### src/rtl/tlhc_pkg.sv
// Types and constants shared by the tank level and heating controller.
`timescale 1ns / 1ps
package tlhc_pkg;

  localparam int unsigned ADDR_W = 5;

  // Register indexes (byte address = 4 * index)
  localparam logic [2:0] REG_LEVEL_EMPTY  = 3'd0;
  localparam logic [2:0] REG_LEVEL_FULL   = 3'd1;
  localparam logic [2:0] REG_LEVEL_TARGET = 3'd2;
  localparam logic [2:0] REG_TEMP_LOW     = 3'd3;
  localparam logic [2:0] REG_TEMP_TARGET  = 3'd4;

  // Sensor kinds
  localparam logic [1:0] KIND_TEMP  = 2'd0;
  localparam logic [1:0] KIND_LEVEL = 2'd1;

  // Mode codes as seen on the output
  localparam logic [2:0] MODE_CODE_IDLE     = 3'd0;
  localparam logic [2:0] MODE_CODE_FILLING  = 3'd1;
  localparam logic [2:0] MODE_CODE_DRAINING = 3'd2;
  localparam logic [2:0] MODE_CODE_HEATING  = 3'd3;
  localparam logic [2:0] MODE_CODE_MANUAL   = 3'd4;
  localparam logic [2:0] MODE_CODE_ERROR    = 3'd5;

  typedef enum logic [5:0] {
    MODE_IDLE     = 6'b000001,
    MODE_FILLING  = 6'b000010,
    MODE_DRAINING = 6'b000100,
    MODE_HEATING  = 6'b001000,
    MODE_MANUAL   = 6'b010000,
    MODE_ERROR    = 6'b100000
  } mode_t;

  typedef struct packed {
    logic [14:0] level_empty;
    logic [14:0] level_full;
    logic [14:0] level_target;
    logic signed [15:0] temp_low;
    logic signed [15:0] temp_target;
  } cfg_t;

  // Stored sensor context
  typedef struct packed {
    logic signed [15:0] last_temp;
    logic signed [15:0] last_level;
    logic temp_seen;
    logic temp_good;
    logic level_seen;
    logic level_good;
  } ctx_t;

  function automatic logic [2:0] mode_code(mode_t m);
    logic [2:0] c;
    unique case (m)
      MODE_IDLE:     c = MODE_CODE_IDLE;
      MODE_FILLING:  c = MODE_CODE_FILLING;
      MODE_DRAINING: c = MODE_CODE_DRAINING;
      MODE_HEATING:  c = MODE_CODE_HEATING;
      MODE_MANUAL:   c = MODE_CODE_MANUAL;
      MODE_ERROR:    c = MODE_CODE_ERROR;
      default:       c = MODE_CODE_IDLE;
    endcase
    return c;
  endfunction

endpackage

### src/rtl/tlhc_step.sv
// Context update and one controller transition for a single sensor word.
`timescale 1ns / 1ps
module tlhc_step (
  input  tlhc_pkg::cfg_t         cfg,
  input  tlhc_pkg::ctx_t         ctx,
  input  tlhc_pkg::mode_t        mode,
  input  logic [1:0]             kind,
  input  logic                   reading_ok,
  input  logic signed [15:0]     reading,
  output tlhc_pkg::ctx_t         ctx_next,
  output tlhc_pkg::mode_t        mode_next
);
  import tlhc_pkg::*;

  logic               fault;
  logic signed [15:0] lvl_empty_s;
  logic signed [15:0] lvl_full_s;
  logic signed [15:0] lvl_target_s;

  // Level thresholds are unsigned 15 bit, so zero-extend into signed compares
  assign lvl_empty_s  = $signed({1'b0, cfg.level_empty});
  assign lvl_full_s   = $signed({1'b0, cfg.level_full});
  assign lvl_target_s = $signed({1'b0, cfg.level_target});

  always_comb begin
    ctx_next = ctx;
    if (kind == KIND_TEMP) begin
      ctx_next.temp_seen = 1'b1;
      ctx_next.temp_good = reading_ok;
      if (reading_ok) ctx_next.last_temp = reading;
    end else if (kind == KIND_LEVEL) begin
      ctx_next.level_seen = 1'b1;
      ctx_next.level_good = reading_ok;
      if (reading_ok) ctx_next.last_level = reading;
    end
  end

  assign fault = (ctx_next.temp_seen && !ctx_next.temp_good) ||
                 (ctx_next.level_seen && !ctx_next.level_good);

  always_comb begin
    mode_next = mode;
    unique case (mode)
      MODE_IDLE: begin
        priority if (fault) mode_next = MODE_ERROR;
        else if (!(ctx_next.temp_seen && ctx_next.level_seen)) mode_next = MODE_IDLE;
        else if (ctx_next.last_level > lvl_empty_s) mode_next = MODE_FILLING;
        else if (ctx_next.last_level < lvl_full_s) mode_next = MODE_DRAINING;
        else if (ctx_next.last_temp < cfg.temp_low) mode_next = MODE_HEATING;
        else mode_next = MODE_IDLE;
      end
      MODE_FILLING: begin
        priority if (fault) mode_next = MODE_ERROR;
        else if (ctx_next.last_level <= lvl_target_s) mode_next = MODE_IDLE;
        else mode_next = MODE_FILLING;
      end
      MODE_DRAINING: begin
        priority if (fault) mode_next = MODE_ERROR;
        else if (ctx_next.last_level >= lvl_target_s) mode_next = MODE_IDLE;
        else mode_next = MODE_DRAINING;
      end
      MODE_HEATING: begin
        priority if (fault) mode_next = MODE_ERROR;
        else if (ctx_next.last_temp >= cfg.temp_target) mode_next = MODE_IDLE;
        else mode_next = MODE_HEATING;
      end
      MODE_MANUAL: mode_next = fault ? MODE_ERROR : MODE_MANUAL;
      MODE_ERROR:  mode_next = fault ? MODE_ERROR : MODE_IDLE;
      default:     mode_next = MODE_IDLE;
    endcase
  end

endmodule

### src/rtl/tank_level_heat_controller_top.sv
// Top level of the tank level and heating controller.
`timescale 1ns / 1ps
// Takes one sensor word per cycle (temperature, level distance or luminosity,
// each with a valid flag) and returns one word per input: the controller mode
// and the fill pump, drain pump and heater drive bits. The accepting edge
// loads the input register; the context update and mode transition then
// land in the result register, which drives m_tvalid. Throughput is one
// word per clock unless the sink stalls, as context and mode update with
// each word. s_tready only drops while both the input register and the
// result register are full and the sink is stalling.
// Thresholds sit in five APB registers at byte addresses
// 0x00 level_empty, 0x04 level_full, 0x08 level_target, 0x0C temp_low,
// 0x10 temp_target; write them only while no word is in flight. Readings are
// in hundredths of a degree or centimetre. Luminosity words, and kind code
// three, trigger an evaluation but leave the stored context untouched.
module tank_level_heat_controller_top (
  input  logic                          clk,
  input  logic                          rst,
  // sensor words in
  input  logic                          s_tvalid,
  output logic                          s_tready,
  input  logic [15:0]                   s_tdata,  // [15:0] reading
  input  logic [2:0]                    s_tuser,  // [1:0] kind, [2] reading_ok
  // result words out
  output logic                          m_tvalid,
  input  logic                          m_tready,
  output logic [7:0]                    m_tdata,  // [2:0] mode, [3] fill_on,
                                                  // [4] drain_on, [5] heater_on
  // APB configuration
  input  logic                          psel,
  input  logic                          penable,
  input  logic                          pwrite,
  input  logic [tlhc_pkg::ADDR_W-1:0]   paddr,
  input  logic [31:0]                   pwdata,
  output logic [31:0]                   prdata,
  output logic                          pready
);
  import tlhc_pkg::*;

  cfg_t  cfg;
  ctx_t  ctx;
  ctx_t  ctx_next;
  mode_t mode;
  mode_t mode_next;

  // input register
  logic               in_valid;
  logic [1:0]         in_kind;
  logic               in_ok;
  logic signed [15:0] in_reading;

  logic       advance;
  logic [2:0] reg_idx;
  logic       cfg_wr;
  logic [2:0] code_next;

  // --- config port ---
  assign pready  = 1'b1;
  assign reg_idx = paddr[ADDR_W-1:2];
  assign cfg_wr  = psel && penable && pwrite && pready;

  always_ff @(posedge clk) begin
    if (rst) begin
      cfg.level_empty  <= 15'd2500;
      cfg.level_full   <= 15'd800;
      cfg.level_target <= 15'd1400;
      cfg.temp_low     <= 16'sd2400;
      cfg.temp_target  <= 16'sd2600;
    end else if (cfg_wr) begin
      unique case (reg_idx)
        REG_LEVEL_EMPTY:  cfg.level_empty  <= pwdata[14:0];
        REG_LEVEL_FULL:   cfg.level_full   <= pwdata[14:0];
        REG_LEVEL_TARGET: cfg.level_target <= pwdata[14:0];
        REG_TEMP_LOW:     cfg.temp_low     <= $signed(pwdata[15:0]);
        REG_TEMP_TARGET:  cfg.temp_target  <= $signed(pwdata[15:0]);
        default: ;  // unmapped, write ignored
      endcase
    end
  end

  always_comb begin
    unique case (reg_idx)
      REG_LEVEL_EMPTY:  prdata = {17'd0, cfg.level_empty};
      REG_LEVEL_FULL:   prdata = {17'd0, cfg.level_full};
      REG_LEVEL_TARGET: prdata = {17'd0, cfg.level_target};
      REG_TEMP_LOW:     prdata = {16'd0, cfg.temp_low};
      REG_TEMP_TARGET:  prdata = {16'd0, cfg.temp_target};
      default:          prdata = 32'd0;
    endcase
  end

  // --- handshake ---
  // Result register moves on when empty or being taken; input register
  // refills whenever it is empty or empties into it.
  assign advance  = !m_tvalid || m_tready;
  assign s_tready = !in_valid || advance;

  always_ff @(posedge clk) begin
    if (rst) begin
      in_valid <= 1'b0;
    end else if (s_tready) begin
      in_valid <= s_tvalid;
    end
  end

  always_ff @(posedge clk) begin
    if (s_tready && s_tvalid) begin
      in_kind    <= s_tuser[1:0];
      in_ok      <= s_tuser[2];
      in_reading <= $signed(s_tdata);
    end
  end

  // --- evaluation ---
  tlhc_step u_step (
    .cfg        (cfg),
    .ctx        (ctx),
    .mode       (mode),
    .kind       (in_kind),
    .reading_ok (in_ok),
    .reading    (in_reading),
    .ctx_next   (ctx_next),
    .mode_next  (mode_next)
  );

  assign code_next = mode_code(mode_next);

  // context and mode move only when a word passes into the result register
  always_ff @(posedge clk) begin
    if (rst) begin
      mode <= MODE_IDLE;
      ctx  <= '0;
    end else if (in_valid && advance) begin
      mode <= mode_next;
      ctx  <= ctx_next;
    end
  end

  // --- result register ---
  always_ff @(posedge clk) begin
    if (rst) begin
      m_tvalid <= 1'b0;
    end else if (advance) begin
      m_tvalid <= in_valid;
    end
  end

  always_ff @(posedge clk) begin
    if (advance && in_valid) begin
      m_tdata <= {2'b00,
                  (mode_next == MODE_HEATING),
                  (mode_next == MODE_DRAINING),
                  (mode_next == MODE_FILLING),
                  code_next};
    end
  end

endmodule

### config.mk
export PLATFORM = sky130hd
export DESIGN_NAME = tank_level_heat_controller_top
export DESIGN_NICKNAME = d
export VERILOG_FILES = /design/src/rtl/tlhc_pkg.sv /design/src/rtl/tlhc_step.sv /design/src/rtl/tank_level_heat_controller_top.sv
export SDC_FILE = /design/constraint.sdc
export NUM_CORES = 1
export LEC_CHECK = 0
export ABC_AREA = 0
export BUFFER_PORTS_ARGS = -buffer_cell sky130_fd_sc_hd__buf_2
export CORE_MARGIN = 2
export CORE_UTILIZATION = 55
export CTS_CLUSTER_SIZE = 16
export DETAILED_ROUTE_END_ITERATION = 6
export PLACE_DENSITY_LB_ADDON = 0.3
export SYNTH_ARGS = -nofsm -noshare
export SYNTH_HDL_FRONTEND = slang
export SYNTH_SLANG_ARGS = --single-unit
### constraint.sdc
create_clock -name clk -period 3.8 [get_ports clk]
set_clock_uncertainty 0.2 [all_clocks]
set_input_delay 0.57 -clock clk [delete_from_list [all_inputs] [get_ports clk]]
set_output_delay 0.57 -clock clk [all_outputs]
set_load 0.05 [all_outputs]
Word-level counts from Yosys, hierarchy flattened --
Cells that the tools add are included.
Operators by class: $add $sub $neg 0, multiply operators 0, divide/modulo/power cells 0, $lt $le $gt $ge 6, equal/unequal tests 16, shifts and indexed selects 0, muxes and demuxes 24, bitwise operators 0, reduce and logical (&&, ||, !) cells 21
Operators by type and width (number):
- 2-to-1 mux 16 bit | 5
- one-hot mux 16 bit (5 select lines) | 1
- 2-to-1 mux 6 bit | 9
- one-hot mux 6 bit (6 select lines) | 1
- >= comparator 16 bit | 2
- < comparator 16 bit | 2
- greater-than comparator 16 bit | 1
- less-or-equal comparator 16 bit | 1
- one-hot mux 3 bit (5 select lines) | 1
- equality test 6 x 2 -> 1 bit (second input constant) | 2
- equality test 6 x 3 -> 1 bit (second input constant) | 2
- equality test 6 x 4 -> 1 bit (second input constant) | 2
- equality test 6 x 5 -> 1 bit (second input constant) | 2
- equality test 6 bit (second input constant) | 2
- AND reduction 2 bit | 5
- 2-to-1 mux 2 bit | 4
- 2-to-1 mux 4 bit | 2
- logical AND 1 bit | 7
- equality test 3 x 2 -> 1 bit (second input constant) | 2
- equality test 6 x 1 -> 1 bit (second input constant) | 1
- zero test 1 bit | 4
- equality test 3 x 1 -> 1 bit (second input constant) | 1
- equality test 3 bit (second input constant) | 1
- zero test 3 bit | 1
- other kinds (4) | 6
Word-level totals: register bits 146, bits in latches 0, bits in writable memories 0, ROM bits 0, output and inout bits 43, memories kept 0

Logic depth before layout (Yosys ltp) --
Gate-level depths: netlist of the first run.
depth in word-level cells 11, gate-level depth with buffers 11, depth with buffers taken out 11

Hierarchy --
A second synthesis of the first run with hierarchy kept.
Unflattened totals: cell total of the unflattened synthesis 1029, area, all modules 9112.5 µm²
Modules (own cells, without submodules):
- tank_level_heat_controller_top | instances 1, cells each 652, area an instance 6361.1 µm², seq. area each 3173.0 µm²
- tlhc_step | instances 1, cells each 377, area an instance 2751.4 µm², seq. area each 0.0 µm²

Worst setup path before layout of the first run --
No wires, ideal clock.
kind register to register, from register in_kind[1], to register m_tdata[0] (data pin), arrival 2920 ps, path slack 413 ps, stages on the path, launching flop included 12, path buffers 1, cells stage by stage edfxtp_1 > nand3b_4 > buf_1 > mux2_2 > ha_1 > nand4_1 > or4_1 > o21ai_0 > a21oi_2 > a32o_1 > a31oi_1 > o21ai_1
RTL lines:
- start: declaration | line tank_level_heat_controller_top.sv:48 | logic [1:0] in_kind;
- start signal: assignment | line tank_level_heat_controller_top.sv:108 | in_kind <= s_tuser[1:0];
- end signal: assignment | line tank_level_heat_controller_top.sv:150 | m_tdata <= {2'b00,
- end: declaration | line tank_level_heat_controller_top.sv:27 | output logic [7:0] m_tdata,

==> impl_summary.txt, run 1 <==
----------------------------------------------------
[Job]
  MaxCap Viol Count ... 0

[Outcome]
  Result of the run ... completed

[Power]
  Static Leak ... 3.927 nW
  Worst vdd rail ir drop ... 0.0003419 V
  NetSw ... 1.083 mW
  Fraction of power consumed by the clock network ... 45.4%
  Combinational group share of total power ... 13.8%
  Cell-internal power ... 2.961 mW
  Reg power frac ... 40.8%
  Switching part of the total ... 26.78%
  PD cells ... 420.7 nW/um2
  PnR Total Power ... 4.044 mW

[Detailed routing]
  Antenna violation net count after detailed routing ... 0
  Post-route DRC violation count ... 0
  Via count ... 7668
  Via count normalized by instance count ... 5.912
  Total Routed Length ... 23770 um
  Average wire length per cell after detail routing ... 18.33 um
  Count of routing violations after the opening detailed-route iteration ... 865
  Count of TritonRoute iterations in the first routing pass ... 5

[Global routing]
  Overall global routing resource usage ... 29.65%
  Global-route wire length before repair ... 37820 um
  Initial antenna violation count ... 0
  Pin count of the biggest net entering global routing ... 64
  GRT overflow ... 0
  Via count of the first global-routing pass ... 7120

[Critical path]
  Worst path max stage delay ... 0.62 ns
  Class of the most critical setup path ... reg -> reg
  Data required time of the worst path ... 3.88 ns
  Slowest CP cell ... o311ai_0
  WP data arrival ... 3.70 ns
  Worst path most repeated cell ... a21oi_1
  Critical path, cell by cell ... nor3b_4 -> buf_4 -> mux2_2 -> ha_1 -> nand4_1 -> a21oi_1 -> o311ai_0 -> a21oi_1 -> nor3_1 -> a31oi_2 -> o21ai_1
  Kind of capture point of the worst setup path ... register
  Highest fanout seen on the critical path ... 6
  Startpoint type of the worst setup path ... register

[STA]
  Maximum operating frequency ... 276.7 MHz
  Hold Slack ... 0.1087 ns
  Setup repair after global routing missed its margin ... no
  Headroom to the max-slew limit ... 39.37%
  Sum of negative setup slack ... 0 ns
  Count of final hold-check violations ... 0
  Final critical-path required period ... 3.613 ns
  Count of endpoints failing setup in the final report ... 0
  Worst-Margin Slew ... 0.9095 ns
  Max Slew Vio Count ... 0
  Tcrit/Tclk final ... 95.09%

[Logic synthesis]
  Sequential-to-total area share from yosys stat ... 37.29%
  Syn Area/Cell ... 8.127 um2
  Post-Synthesis Cells ... 1047
  Cell taking the most area after synthesis ... dfxtp_1
  Total of warnings raised by yosys ... 0
  Share of the synthesized area in the top cell type ... 28.47%
  Number of flops mapped to enable cells by yosys ... 25
  Netlist cell types ... 72
  Primary flip-flop cell chosen by synthesis mapping ... dfxtp_1
  Post-Synthesis Cell Area ... 8509 um2
  Flip-flop and latch count after synthesis ... 146
  Cell types occupying the most area after synthesis ... dfxtp_1 (28%), ha_1 (11%), edfxtp_1 (8.8%)
  Async set or reset register ratio after synthesis ... 0%

[Cells and area]
  Area occupied by multi-input gates ... 4717 um2
  Fill cell count ... 1304
  Antenna diode instance count ... 0
  Sequential cell area ... 3173 um2
  Area growth from synthesis to layout ... 12.95%
  Share of final-layout standard cells stronger than drive strength 1 ... 15.42%
  Final Util ... 63.46%
  Nets ... 1234

[Placed design]
  Count of input and output buffers ... 68
  Estimated wirelength of the detail-placed design ... 17170 um
  Global placer's final weighted congestion ... 0.9273

[CTS]
  Number of clock sinks seen by CTS ... 146
  Number of hold buffers added after CTS ... 0
  Maximum buffer depth of the clock tree ... 2
  Number of clock buffers inserted by TritonCTS ... 17
  Clock root buffer master ... clkbuf_16
  Clock-pin slew on the worst setup and hold paths ... 0.06 ns
  Worst-skew pair later-pin latency ... 0.43 ns
  TritonCTS clock tree ... yes
  Number of levels in the clock H-tree ... 4

[Die]
  Floorplan die width ... 128.4 um
  Row Count ... 45
  Vertical extent of the die ... 128.4 um
  Initial core utilization ... 56.18%
  Core Area ... 15150 um2
  I/O pins ... 106
  Total die area ... 16480 um2

[Min path]
  Worst min-delay path category ... in -> reg

----------------------------------------------------
==> synth_stat cells, types with 4 or more instances <==
cell and count:
buf_1 4, o21ai_0 31, a21oi_1 98, nand3_1 14
buf_4 19, o22ai_1 15, nor2_1 85, o211ai_1 5
o21ai_1 5, dfxtp_1 121, mux2_2 30, clkbuf_1 52
nand2_1 187, a211o_1 20, nor3_1 26, inv_1 87
edfxtp_1 25, nand4_1 13, a211oi_1 11, a22oi_1 30
nand2b_1 6, nor2b_1 9, o21a_1 6, ha_1 75
a21o_1 4, nand3b_1 5
==> worst paths after layout <==
check | start | end | slack [ns] | cells past startpoint
worst max register to register | in_kind[1] | m_tdata[1] | 0.19 | 11
worst max-delay path | in_kind[1] | m_tdata[1] | 0.19 | 11
worst min-delay path | s_tdata[3] | in_reading[3] | 0.11 | 1
worst min register to register | cfg[44] | cfg[44] | 0.25 | 2
==> what timing repair did <==
item | 4_1_cts | 5_1_grt
setup buffers | 0 | 6
endpoints found under the setup margin | 0 | 3
resized for setup | 0 | 0
==> cell type report <==
class / count / area share (%)
well taps: 188 / 2.447
clock inverters: 10 / 1.497
multi-input cells: 754 / 49.08
inverters: 87 / 3.398
repair buffers: 90 / 5.285
clock buffers: 22 / 5.285
flip-flops and latches: 146 / 33.01
==> logic make-up after synthesis <==
family,Yosys count,share of synthesized area (%)
AND/OR/NAND/NOR,371,19.51
AO/OA/AOI/OAI,255,19.41
buffers and inverters,164,8.102
flip-flops,146,37.29
adder cells (fa/ha/maj),75,11.03
multiplexers,33,4.470
other,2,0.08826
XOR/XNOR,1,0.1029
==> worst max-delay path, delay by kind of cell, from the launching register on <==
kind / cells / cell delay (ns)
DFF: 1 / 0.50
muxes: 1 / 0.38
buffers and inverters: 1 / 0.21
AOI/OAI and AO/OA: 5 / 1.11
and+or+nand+nor: 3 / 0.75
adders and majority gates: 1 / 0.32
==> layer usage <==
metal  GRT usage (%)  share of wire [%]  up-vias
met2           46.81                 46      334
met5               0                  0        -
met1           39.74                 43     3567
met4           13.19                3.8        0
met3           5.655                6.9       63
li1                -                  -     3704
==> cell usage in the layout (no fill, tap or decap), types with 3 or more instances in the layout <==
master,n
nand2_1,187
dfxtp_1,121
a21oi_1,98
inv_1,87
nor2_1,85
ha_1,75
buf_2,67
o21ai_0,31
mux2_2,30
a22oi_1,30
nor3_1,26
edfxtp_1,25
buf_4,23
a211o_1,20
clkbuf_16,20
conb_1,19
o22ai_1,15
nand3_1,14
nand4_1,13
a211oi_1,11
nor2b_1,9
nand2b_1,6
o21a_1,6
o21ai_1,5
o211ai_1,5
nand3b_1,5
a21o_1,4
a2111oi_0,3
and3_1,3
bufinv_16,3
clkinv_4,3
==> metrics by stage <==
stage | instance area, um2 | setup slack (ns) | cells
floorplan | 8573 | 0.4130 | 1064
global placement | 8915 | 0.2014 | 1259
detailed placement | 8915 | 0.1509 | 1259
CTS | 9567 | 0.1031 | 1291
global route | 9612 | 0.08241 | 1297
finish | 9612 | 0.1865 | 1297
==> power groups by stage <==
stage          logic (mW)  clock network (mW)  registers, mW
3_3_place_gp        0.534                   0           1.68
3_5_place_dp        0.542                   0           1.68
6_report            0.560                1.84           1.65
5_1_grt             0.611                1.92           1.65
2_1_floorplan       0.407                   0           1.68
4_1_cts             0.547                1.85           1.65
==> flip-flops by register name (all words and copies together), names as in the netlist, 2 cells and up <==
name,cells
cfg,77
ctx,36
m_tdata,6
in_kind,2
mode,6
in_reading,16
No activity file was read; power rests on OpenSTA's default activity.
==> run 2: changes to the inputs <==
--- a/config.mk
+++ b/config.mk
@@ -5,10 +5,10 @@
 export SDC_FILE = /design/constraint.sdc
 export NUM_CORES = 1
 export LEC_CHECK = 0
-export ABC_AREA = 0
+export ABC_AREA = 1
 export BUFFER_PORTS_ARGS = -buffer_cell sky130_fd_sc_hd__buf_2
 export CORE_MARGIN = 2
-export CORE_UTILIZATION = 55
+export CORE_UTILIZATION = 25
 export CTS_CLUSTER_SIZE = 16
 export DETAILED_ROUTE_END_ITERATION = 6
 export PLACE_DENSITY_LB_ADDON = 0.3
==> run 2 against run 1 <==
  * Sequential share of layout area rose by 0.63 points
  * Power fell by 0.96%
  * Sequential power barely moved
  * Critical path type unchanged
  * Largest power group unchanged
==> impl_summary.txt, run 2 <==
----------------------------------------------------
[Detailed routing]
  Average wire length per cell after detail routing ... 14.94 um (-18%)
  Count of routing violations after the opening detailed-route iteration ... 497 (-43%)
  Count of TritonRoute iterations in the first routing pass ... 4 (-1)
  Total Routed Length ... 23340 um (-1.8%)
  Via count normalized by instance count ... 4.562 (-23%)
  Post-route DRC violation count ... 0 (unchanged)
  Via count ... 7126 (-7.1%)
  Antenna violation net count after detailed routing ... 0 (unchanged)

[CTS]
  Number of clock sinks seen by CTS ... 146 (unchanged)
  Resize count post-CTS ... 0 (unchanged)
  TritonCTS clock tree ... yes
  Number of post-CTS setup repair buffers ... 0 (unchanged)
  Maximum buffer depth of the clock tree ... 2 (unchanged)
  Number of hold buffers added after CTS ... 0 (unchanged)
  Clock-pin slew on the worst setup and hold paths ... 0.07 ns (about the same)
  Clock root buffer master ... clkbuf_16
  Worst-skew pair later-pin latency ... 0.44 ns (about the same)
  Number of clock buffers inserted by TritonCTS ... 17 (unchanged)
  Number of levels in the clock H-tree ... 4 (unchanged)

[Power]
  PnR Total Power ... 4.005 mW (-0.96%)
  PD cells ... 424.6 nW/um2 (+0.93%)
  Worst vdd rail ir drop ... 0.0002330 V (-32%)
  Static Leak ... 4.422 nW (+13%)

[Critical path]
  Slowest CP cell ... o21ai_0
  Worst path max stage delay ... 0.49 ns (-0.13 ns)
  Worst path most repeated cell ... nand2_1
  Critical path, cell by cell ... inv_1 -> nand3_2 -> buf_4 -> o21ai_0 -> ha_1 -> a21oi_1 -> o211ai_1 -> a41oi_1 -> nand2_1 -> nand2_1 -> nor2_1 -> a21oi_2 -> nand3_1
  Highest fanout seen on the critical path ... 17 (+11)
  Kind of capture point of the worst setup path ... register
  Startpoint type of the worst setup path ... register
  WP data arrival ... 3.40 ns (-0.30 ns)
  Class of the most critical setup path ... reg -> reg
  Data required time of the worst path ... 3.78 ns (-0.10 ns)

[Placed design]
  Count of input and output buffers ... 68 (unchanged)
  Estimated wirelength of the detail-placed design ... 17770 um (+3.5%)
  Global placer's final weighted congestion ... 0.8181 (-12%)

[Logic synthesis]
  Total of warnings raised by yosys ... 0 (unchanged)
  Most used standard cells in the synthesized netlist ... inv_1 (173), o21ai_0 (148), nand2_1 (139), dfxtp_1 (121), a21oi_1 (113)
  Cell types occupying the most area after synthesis ... dfxtp_1 (30%), ha_1 (12%), edfxtp_1 (9.3%)
  Share of the synthesized area in the top cell type ... 30.06% (+1.6 points)
  Async set or reset register ratio after synthesis ... 0% (unchanged)
  Syn Area/Cell ... 7.469 um2 (-8.1%)
  Sequential-to-total area share from yosys stat ... 39.37% (+2.1 points)
  Number of flops mapped to enable cells by yosys ... 25 (unchanged)
  Primary flip-flop cell chosen by synthesis mapping ... dfxtp_1
  Post-Synthesis Cell Area ... 8059 um2 (-5.3%)
  Cell taking the most area after synthesis ... dfxtp_1
  Flip-flop and latch count after synthesis ... 146 (unchanged)
  Netlist cell types ... 35 (-51%)
  Post-Synthesis Cells ... 1079 (+3.1%)
  Count leader, synth ... inv_1

[Cells and area]
  Share of final-layout standard cells stronger than drive strength 1 ... 11.90% (-3.5 points)
  Nets ... 1285 (+4.1%)
  Sequential cell area ... 3173 um2 (unchanged)
  Fill cell count ... 3376 (+160%)
  Number of flip-flops under the largest register name ... 77 (unchanged)
  Area growth from synthesis to layout ... 17.03%
  Antenna diode instance count ... 0 (unchanged)
  Leading cell type in the layout, fill and taps excluded ... inv_1
  Top Registers ... cfg (77), ctx (36), in_reading (16)
  Most used cells in the layout excluding fill and tap cells ... inv_1 (172), o21ai_0 (148), nand2_1 (139)
  Area occupied by multi-input gates ... 3985 um2 (-16%)
  Register name with the most flops ... cfg

[Global routing]
  GR Layer Usage met2 ... 22.40% (-24 points)
  Top Usage Layer GRT ... met2
  Overall global routing resource usage ... 14.20% (-15 points)
  Via count of the first global-routing pass ... 6614 (-7.1%)
  Initial antenna violation count ... 0 (unchanged)
  Pin count of the biggest net entering global routing ... 75 (+17%)
  GRT overflow ... 0 (unchanged)
  Fraction of met1 tracks used by global routing ... 19.78% (-20 points)
  Met3 usage ... 2.476% (-3.2 points)
  Global-route wire length before repair ... 36760 um (-2.8%)

[STA]
  Count of final hold-check violations ... 0 (unchanged)
  Headroom to the max-slew limit ... 47.59% (+8.2 points)
  Worst-Margin Slew ... 0.7862 ns (-0.1233 ns)
  Maximum operating frequency ... 292.7 MHz (+5.8%)
  Tcrit/Tclk final ... 89.92% (-5.2 points)
  Sum of negative setup slack ... 0 ns (unchanged)
  Max Slew Vio Count ... 0 (unchanged)
  Final critical-path required period ... 3.417 ns (-0.1967 ns)
  Count of endpoints failing setup in the final report ... 0 (unchanged)
  Setup repair after global routing missed its margin ... no

[Die]
  Vertical extent of the die ... 183.5 um (+43%)
  Core Area ... 31640 um2 (+110%)
  Initial core utilization ... 25.47% (-31 points)
  Floorplan die width ... 183.5 um (+43%)
  Total die area ... 33690 um2 (+100%)
  I/O pins ... 106 (unchanged)
  Row Count ... 65 (+44%)

[Min path]
  Worst min-delay path category ... in -> reg

[Job]
  MaxCap Viol Count ... 0 (unchanged)

[Outcome]
  Result of the run ... completed

----------------------------------------------------
## run 2: cell types whose count changed after synthesis, moves of 13 or more
cell / delta
o211ai_1: +13
a21oi_1: +15
o21ai_0: +117
inv_1: +86
mux2_2: -30
a22oi_1: -30
a211o_1: -20
nor2_1: +24
nor3_1: -16
nand2_1: -48
## run 2: area by class of cell
type / instances / area share (%)
Clock inverter: 14 / 1.393
Timing Repair Buffer: 92 / 5.519
Inverter: 178 / 7.084
Tap cell: 402 / 5.333
Multi-Input combinational cell: 712 / 42.25
Sequential cell: 146 / 33.64
Clock buffer: 18 / 4.776
## run 2: per-stage QoR
| stage | utilization (%) | area [um2] | instances | hold slack [ns] | setup slack [ns] |
|---|---|---|---|---|---|
| CTS | 29.81 | 9432 | 1562 | 0.09446 | 0.3098 |
| floorplan | - | 8123 | 1096 | 0.2306 | 0.8271 |
| global placement | 27.97 | 8850 | 1530 | 0.2407 | 0.3853 |
| finish | 29.81 | 9432 | 1562 | 0.1065 | 0.3832 |
| detailed placement | 27.97 | 8850 | 1530 | 0.2462 | 0.3256 |
| global route | 29.81 | 9432 | 1562 | 0.09097 | 0.002523 |
## run 2: per-layer routing
layer | up-vias | routed length (um)
met5 | - | 0
met4 | 0 | 396
met3 | 21 | 980
met2 | 137 | 10180
met1 | 3249 | 11780
li1 | 3719 | -
## run 2: final timing paths
path,from,to,slack (ns),cells after the start
hold / removal,s_tuser[0],in_kind[0],0.11,1
setup / recovery,in_kind[1],m_tdata[0],0.38,13
setup reg to reg,in_kind[1],m_tdata[0],0.38,13
hold reg to reg,ctx[0],ctx[0],0.26,2
## run 2: cells by family after synthesis
family / Yosys count / synth area share (%)
other: 2 / 0.09319
AOI/OAI and AO/OA: 322 / 21.91
and+or+nand+nor: 296 / 15.01
buffers and inverters: 238 / 11.97
DFF: 146 / 39.37
adders and majority gates: 75 / 11.64
## run 2: critical path, delay by kind of cell, from the launching register on
family	cells	cell delay, ns
compound gates	5	1.11
simple gates	5	0.65
buf+inv	2	0.44
flops	1	0.39
fa+ha+maj	1	0.37
## run 2: where the power goes
part | switching (mW) | total (mW) | leakage [nW] | internal, mW
logic | 0.462 | 0.663 | 2.91 | 0.202
registers | 0.0252 | 1.66 | 1.23 | 1.63
clock network | 0.777 | 1.68 | 0.286 | 0.907
total | 1.26 | 4.00 | 4.42 | 2.74
==> run 3: changes to the inputs <==
--- a/config.mk
+++ b/config.mk
@@ -8,7 +8,7 @@
 export ABC_AREA = 1
 export BUFFER_PORTS_ARGS = -buffer_cell sky130_fd_sc_hd__buf_2
 export CORE_MARGIN = 2
-export CORE_UTILIZATION = 25
+export CORE_UTILIZATION = 33
 export CTS_CLUSTER_SIZE = 16
 export DETAILED_ROUTE_END_ITERATION = 6
 export PLACE_DENSITY_LB_ADDON = 0.3
==> run 3 against run 2 <==
  * Critical path depth up 2
  * Cell count down 4.7%
  * Power up 3.4%
  * Critical endpoint unchanged
  * Largest cell class unchanged
  * Highest routed layer unchanged
==> impl_summary.txt, run 3 (synthesis gave the netlist of run 2 again) <==
----------------------------------------------------
[Min path]
  Number of instances on the worst hold path ... 1 (unchanged)
  Sink of the worst hold path ... in_reading[13]
  Worst hold start ... s_tdata[13]
  Worst min-delay path category ... in -> reg

[Cells and area]
  Antenna diode instance count ... 0 (unchanged)
  Final Util ... 38.94% (+9.1 points)
  Number of flip-flops under the largest register name ... 77 (unchanged)
  Register name with the most flops ... cfg
  Area growth from synthesis to layout ... 16.83%
  Share of final-layout standard cells stronger than drive strength 1 ... 11.76% (-0.14 points)
  Final Instance Count excl. Fillers ... 1489 (-4.7%)
  Leading cell type in the layout, fill and taps excluded ... inv_1
  Nets ... 1290 (+0.39%)
  Most used cells in the layout excluding fill and tap cells ... inv_1 (172), o21ai_0 (148), nand2_1 (139)
  Top Registers ... cfg (77), ctx (36), in_reading (16)

[STA]
  Setup repair after global routing missed its margin ... no
  Count of endpoints failing setup in the final report ... 0 (unchanged)
  Sum of negative setup slack ... 0 ns (unchanged)
  Count of final hold-check violations ... 0 (unchanged)
  Max Slew Vio Count ... 0 (unchanged)
  Final critical-path required period ... 3.374 ns (-0.04259 ns)
  Headroom to the max-slew limit ... 46.77% (-0.81 points)
  Maximum operating frequency ... 296.4 MHz (+1.3%)
  Tcrit/Tclk final ... 88.79% (-1.1 points)
  Worst-Margin Slew ... 0.7901 ns (+0.003867 ns)

[Die]
  Floorplan die width ... 160.3 um (-13%)
  Core Area ... 24180 um2 (-24%)
  Row Count ... 57 (-12%)
  I/O pins ... 106 (unchanged)
  Initial core utilization ... 33.33% (+7.9 points)
  Vertical extent of the die ... 160.3 um (-13%)
  Total die area ... 25690 um2 (-24%)

[Job]
  MaxCap Viol Count ... 0 (unchanged)

[Global routing]
  GRT overflow ... 0 (unchanged)
  Via count of the first global-routing pass ... 6488 (-1.9%)
  Pin count of the biggest net entering global routing ... 75 (unchanged)
  Global-route wire length before repair ... 34500 um (-6.1%)
  Initial antenna violation count ... 0 (unchanged)
  Overall global routing resource usage ... 17.12% (+2.9 points)

[CTS]
  TritonCTS clock tree ... yes
  Clock-pin slew on the worst setup and hold paths ... 0.06 ns (about the same)
  Number of hold buffers added after CTS ... 0 (unchanged)
  Number of clock buffers inserted by TritonCTS ... 17 (unchanged)
  Maximum buffer depth of the clock tree ... 2 (unchanged)
  Worst-skew pair later-pin latency ... 0.42 ns (-0.02 ns)
  Resize count post-CTS ... 0 (unchanged)
  Number of levels in the clock H-tree ... 4 (unchanged)
  Clock root buffer master ... clkbuf_16
  Number of clock sinks seen by CTS ... 146 (unchanged)
  Number of post-CTS setup repair buffers ... 0 (unchanged)

[Critical path]
  Startpoint type of the worst setup path ... register
  Kind of capture point of the worst setup path ... register
  Highest fanout seen on the critical path ... 30 (+13)
  Worst R2R End ... m_tdata[0]
  Worst path most repeated cell ... nand2_1
  Startpoint of the most critical register-to-register path ... in_kind[0]
  R2r worst-path depth ... 15 (+2)
  Slowest CP cell ... edfxtp_1
  Worst reg2reg setup slack ... 0.43 ns (+0.04 ns)
  Class of the most critical setup path ... reg -> reg
  Critical path, cell by cell ... nor2_1 -> nand2_1 -> buf_4 -> o21ai_0 -> ha_1 -> a21oi_1 -> nor2_1 -> a211oi_1 -> nand2_1 -> nand2_1 -> nand3_1 -> nand2_1 -> inv_1 -> a21oi_2 -> nand3_1
  Data required time of the worst path ... 3.77 ns (about the same)
  WP data arrival ... 3.35 ns (-0.05 ns)
  Worst path max stage delay ... 0.43 ns (-0.06 ns)

[Detailed routing]
  Count of TritonRoute iterations in the first routing pass ... 5 (+1)
  Count of routing violations after the opening detailed-route iteration ... 601 (+21%)
  Post-route DRC violation count ... 0 (unchanged)
  Antenna violation net count after detailed routing ... 0 (unchanged)
  Total Routed Length ... 21790 um (-6.6%)
  Via count ... 7120 (-0.084%)
  Via count normalized by instance count ... 4.782 (+4.8%)
  Average wire length per cell after detail routing ... 14.64 um (-2.0%)

[Power]
  Cell-internal power ... 3.002 mW (+9.5%)
  NetSw ... 1.139 mW (-9.9%)
  Reg power frac ... 40.1% (-1.3 points)
  Worst vdd rail ir drop ... 0.0002636 V (+13%)
  PD cells ... 439.8 nW/um2 (+3.6%)
  Combinational group share of total power ... 16.0% (-0.6 points)
  Static Leak ... 4.466 nW (+1.0%)
  Switching part of the total ... 27.50% (-4.1 points)
  Fraction of power consumed by the clock network ... 44.0% (+2.0 points)

[Outcome]
  Result of the run ... completed

[Placed design]
  Count of input and output buffers ... 68 (unchanged)
  Inst Count DP ... 1457 (-4.8%)
  Estimated wirelength of the detail-placed design ... 16640 um (-6.4%)
  Global placer's final weighted congestion ... 0.8773 (+7.2%)

----------------------------------------------------
## run 3: metal layers
metal / track usage, % / up-vias / wire length, um
li1: - / 3722 / -
met1: 23.78 / 3234 / 10860
met2: 27.41 / 149 / 9801
met3: 3.039 / 15 / 864
met4: 4.627 / 0 / 265
met5: 0 / - / 0
## run 3: critical path: cells and delay by family, from the launching register on
kind | cells | cell delay (ns)
compound gates | 4 | 0.94
fa+ha+maj | 1 | 0.32
simple gates | 8 | 0.91
buf+inv | 2 | 0.31
flops | 1 | 0.43
## run 3: final cells by class
cell class / count / area [um2]
multi-input cells: 712 / 3985
well taps: 324 / 405.4
repair buffers: 97 / 558.0
fillers: 2545 / 14760
inverters: 178 / 668.1
clock buffers: 21 / 440.4
flip-flops and latches: 146 / 3173
clock inverters: 11 / 185.2
## run 3: power groups by stage
| stage | Sequential [mW] | Combinational (mW) | Clock [mW] |
|---|---|---|---|
| CTS | 1.66 | 0.664 | 1.85 |
| finish | 1.66 | 0.662 | 1.82 |
| global placement | 1.69 | 0.649 | 0 |
| global route | 1.66 | 0.749 | 1.91 |
| floorplan | 1.70 | 0.468 | 0 |
| detailed placement | 1.69 | 0.661 | 0 |
## run 3: metrics by stage
stage / power [mW] / cell area, um2 / hold slack (ns) / setup slack, ns
6_report: 4.141 / 9415 / 0.1173 / 0.4258
5_1_grt: 4.329 / 9415 / 0.1034 / 0.09726
4_1_cts: 4.168 / 9415 / 0.1048 / 0.3926
3_5_place_dp: 2.353 / 8790 / 0.2576 / 0.4051
3_3_place_gp: 2.339 / 8790 / 0.2466 / 0.4255
2_1_floorplan: 2.167 / 8123 / 0.2306 / 0.8271
## run 3: how the worst max path moves through the flow
stage                  to  slack, ns       start  cells after the start
5_1_grt        m_tdata[0]        0.1  in_kind[0]                     15
6_report       m_tdata[0]       0.43  in_kind[0]                     15
2_1_floorplan  m_tdata[0]       0.83  in_kind[0]                     16
4_1_cts        m_tdata[0]       0.39  in_kind[1]                     12
3_3_place_gp   m_tdata[0]       0.43  in_kind[1]                     12
3_5_place_dp   m_tdata[0]       0.41  in_kind[1]                     12
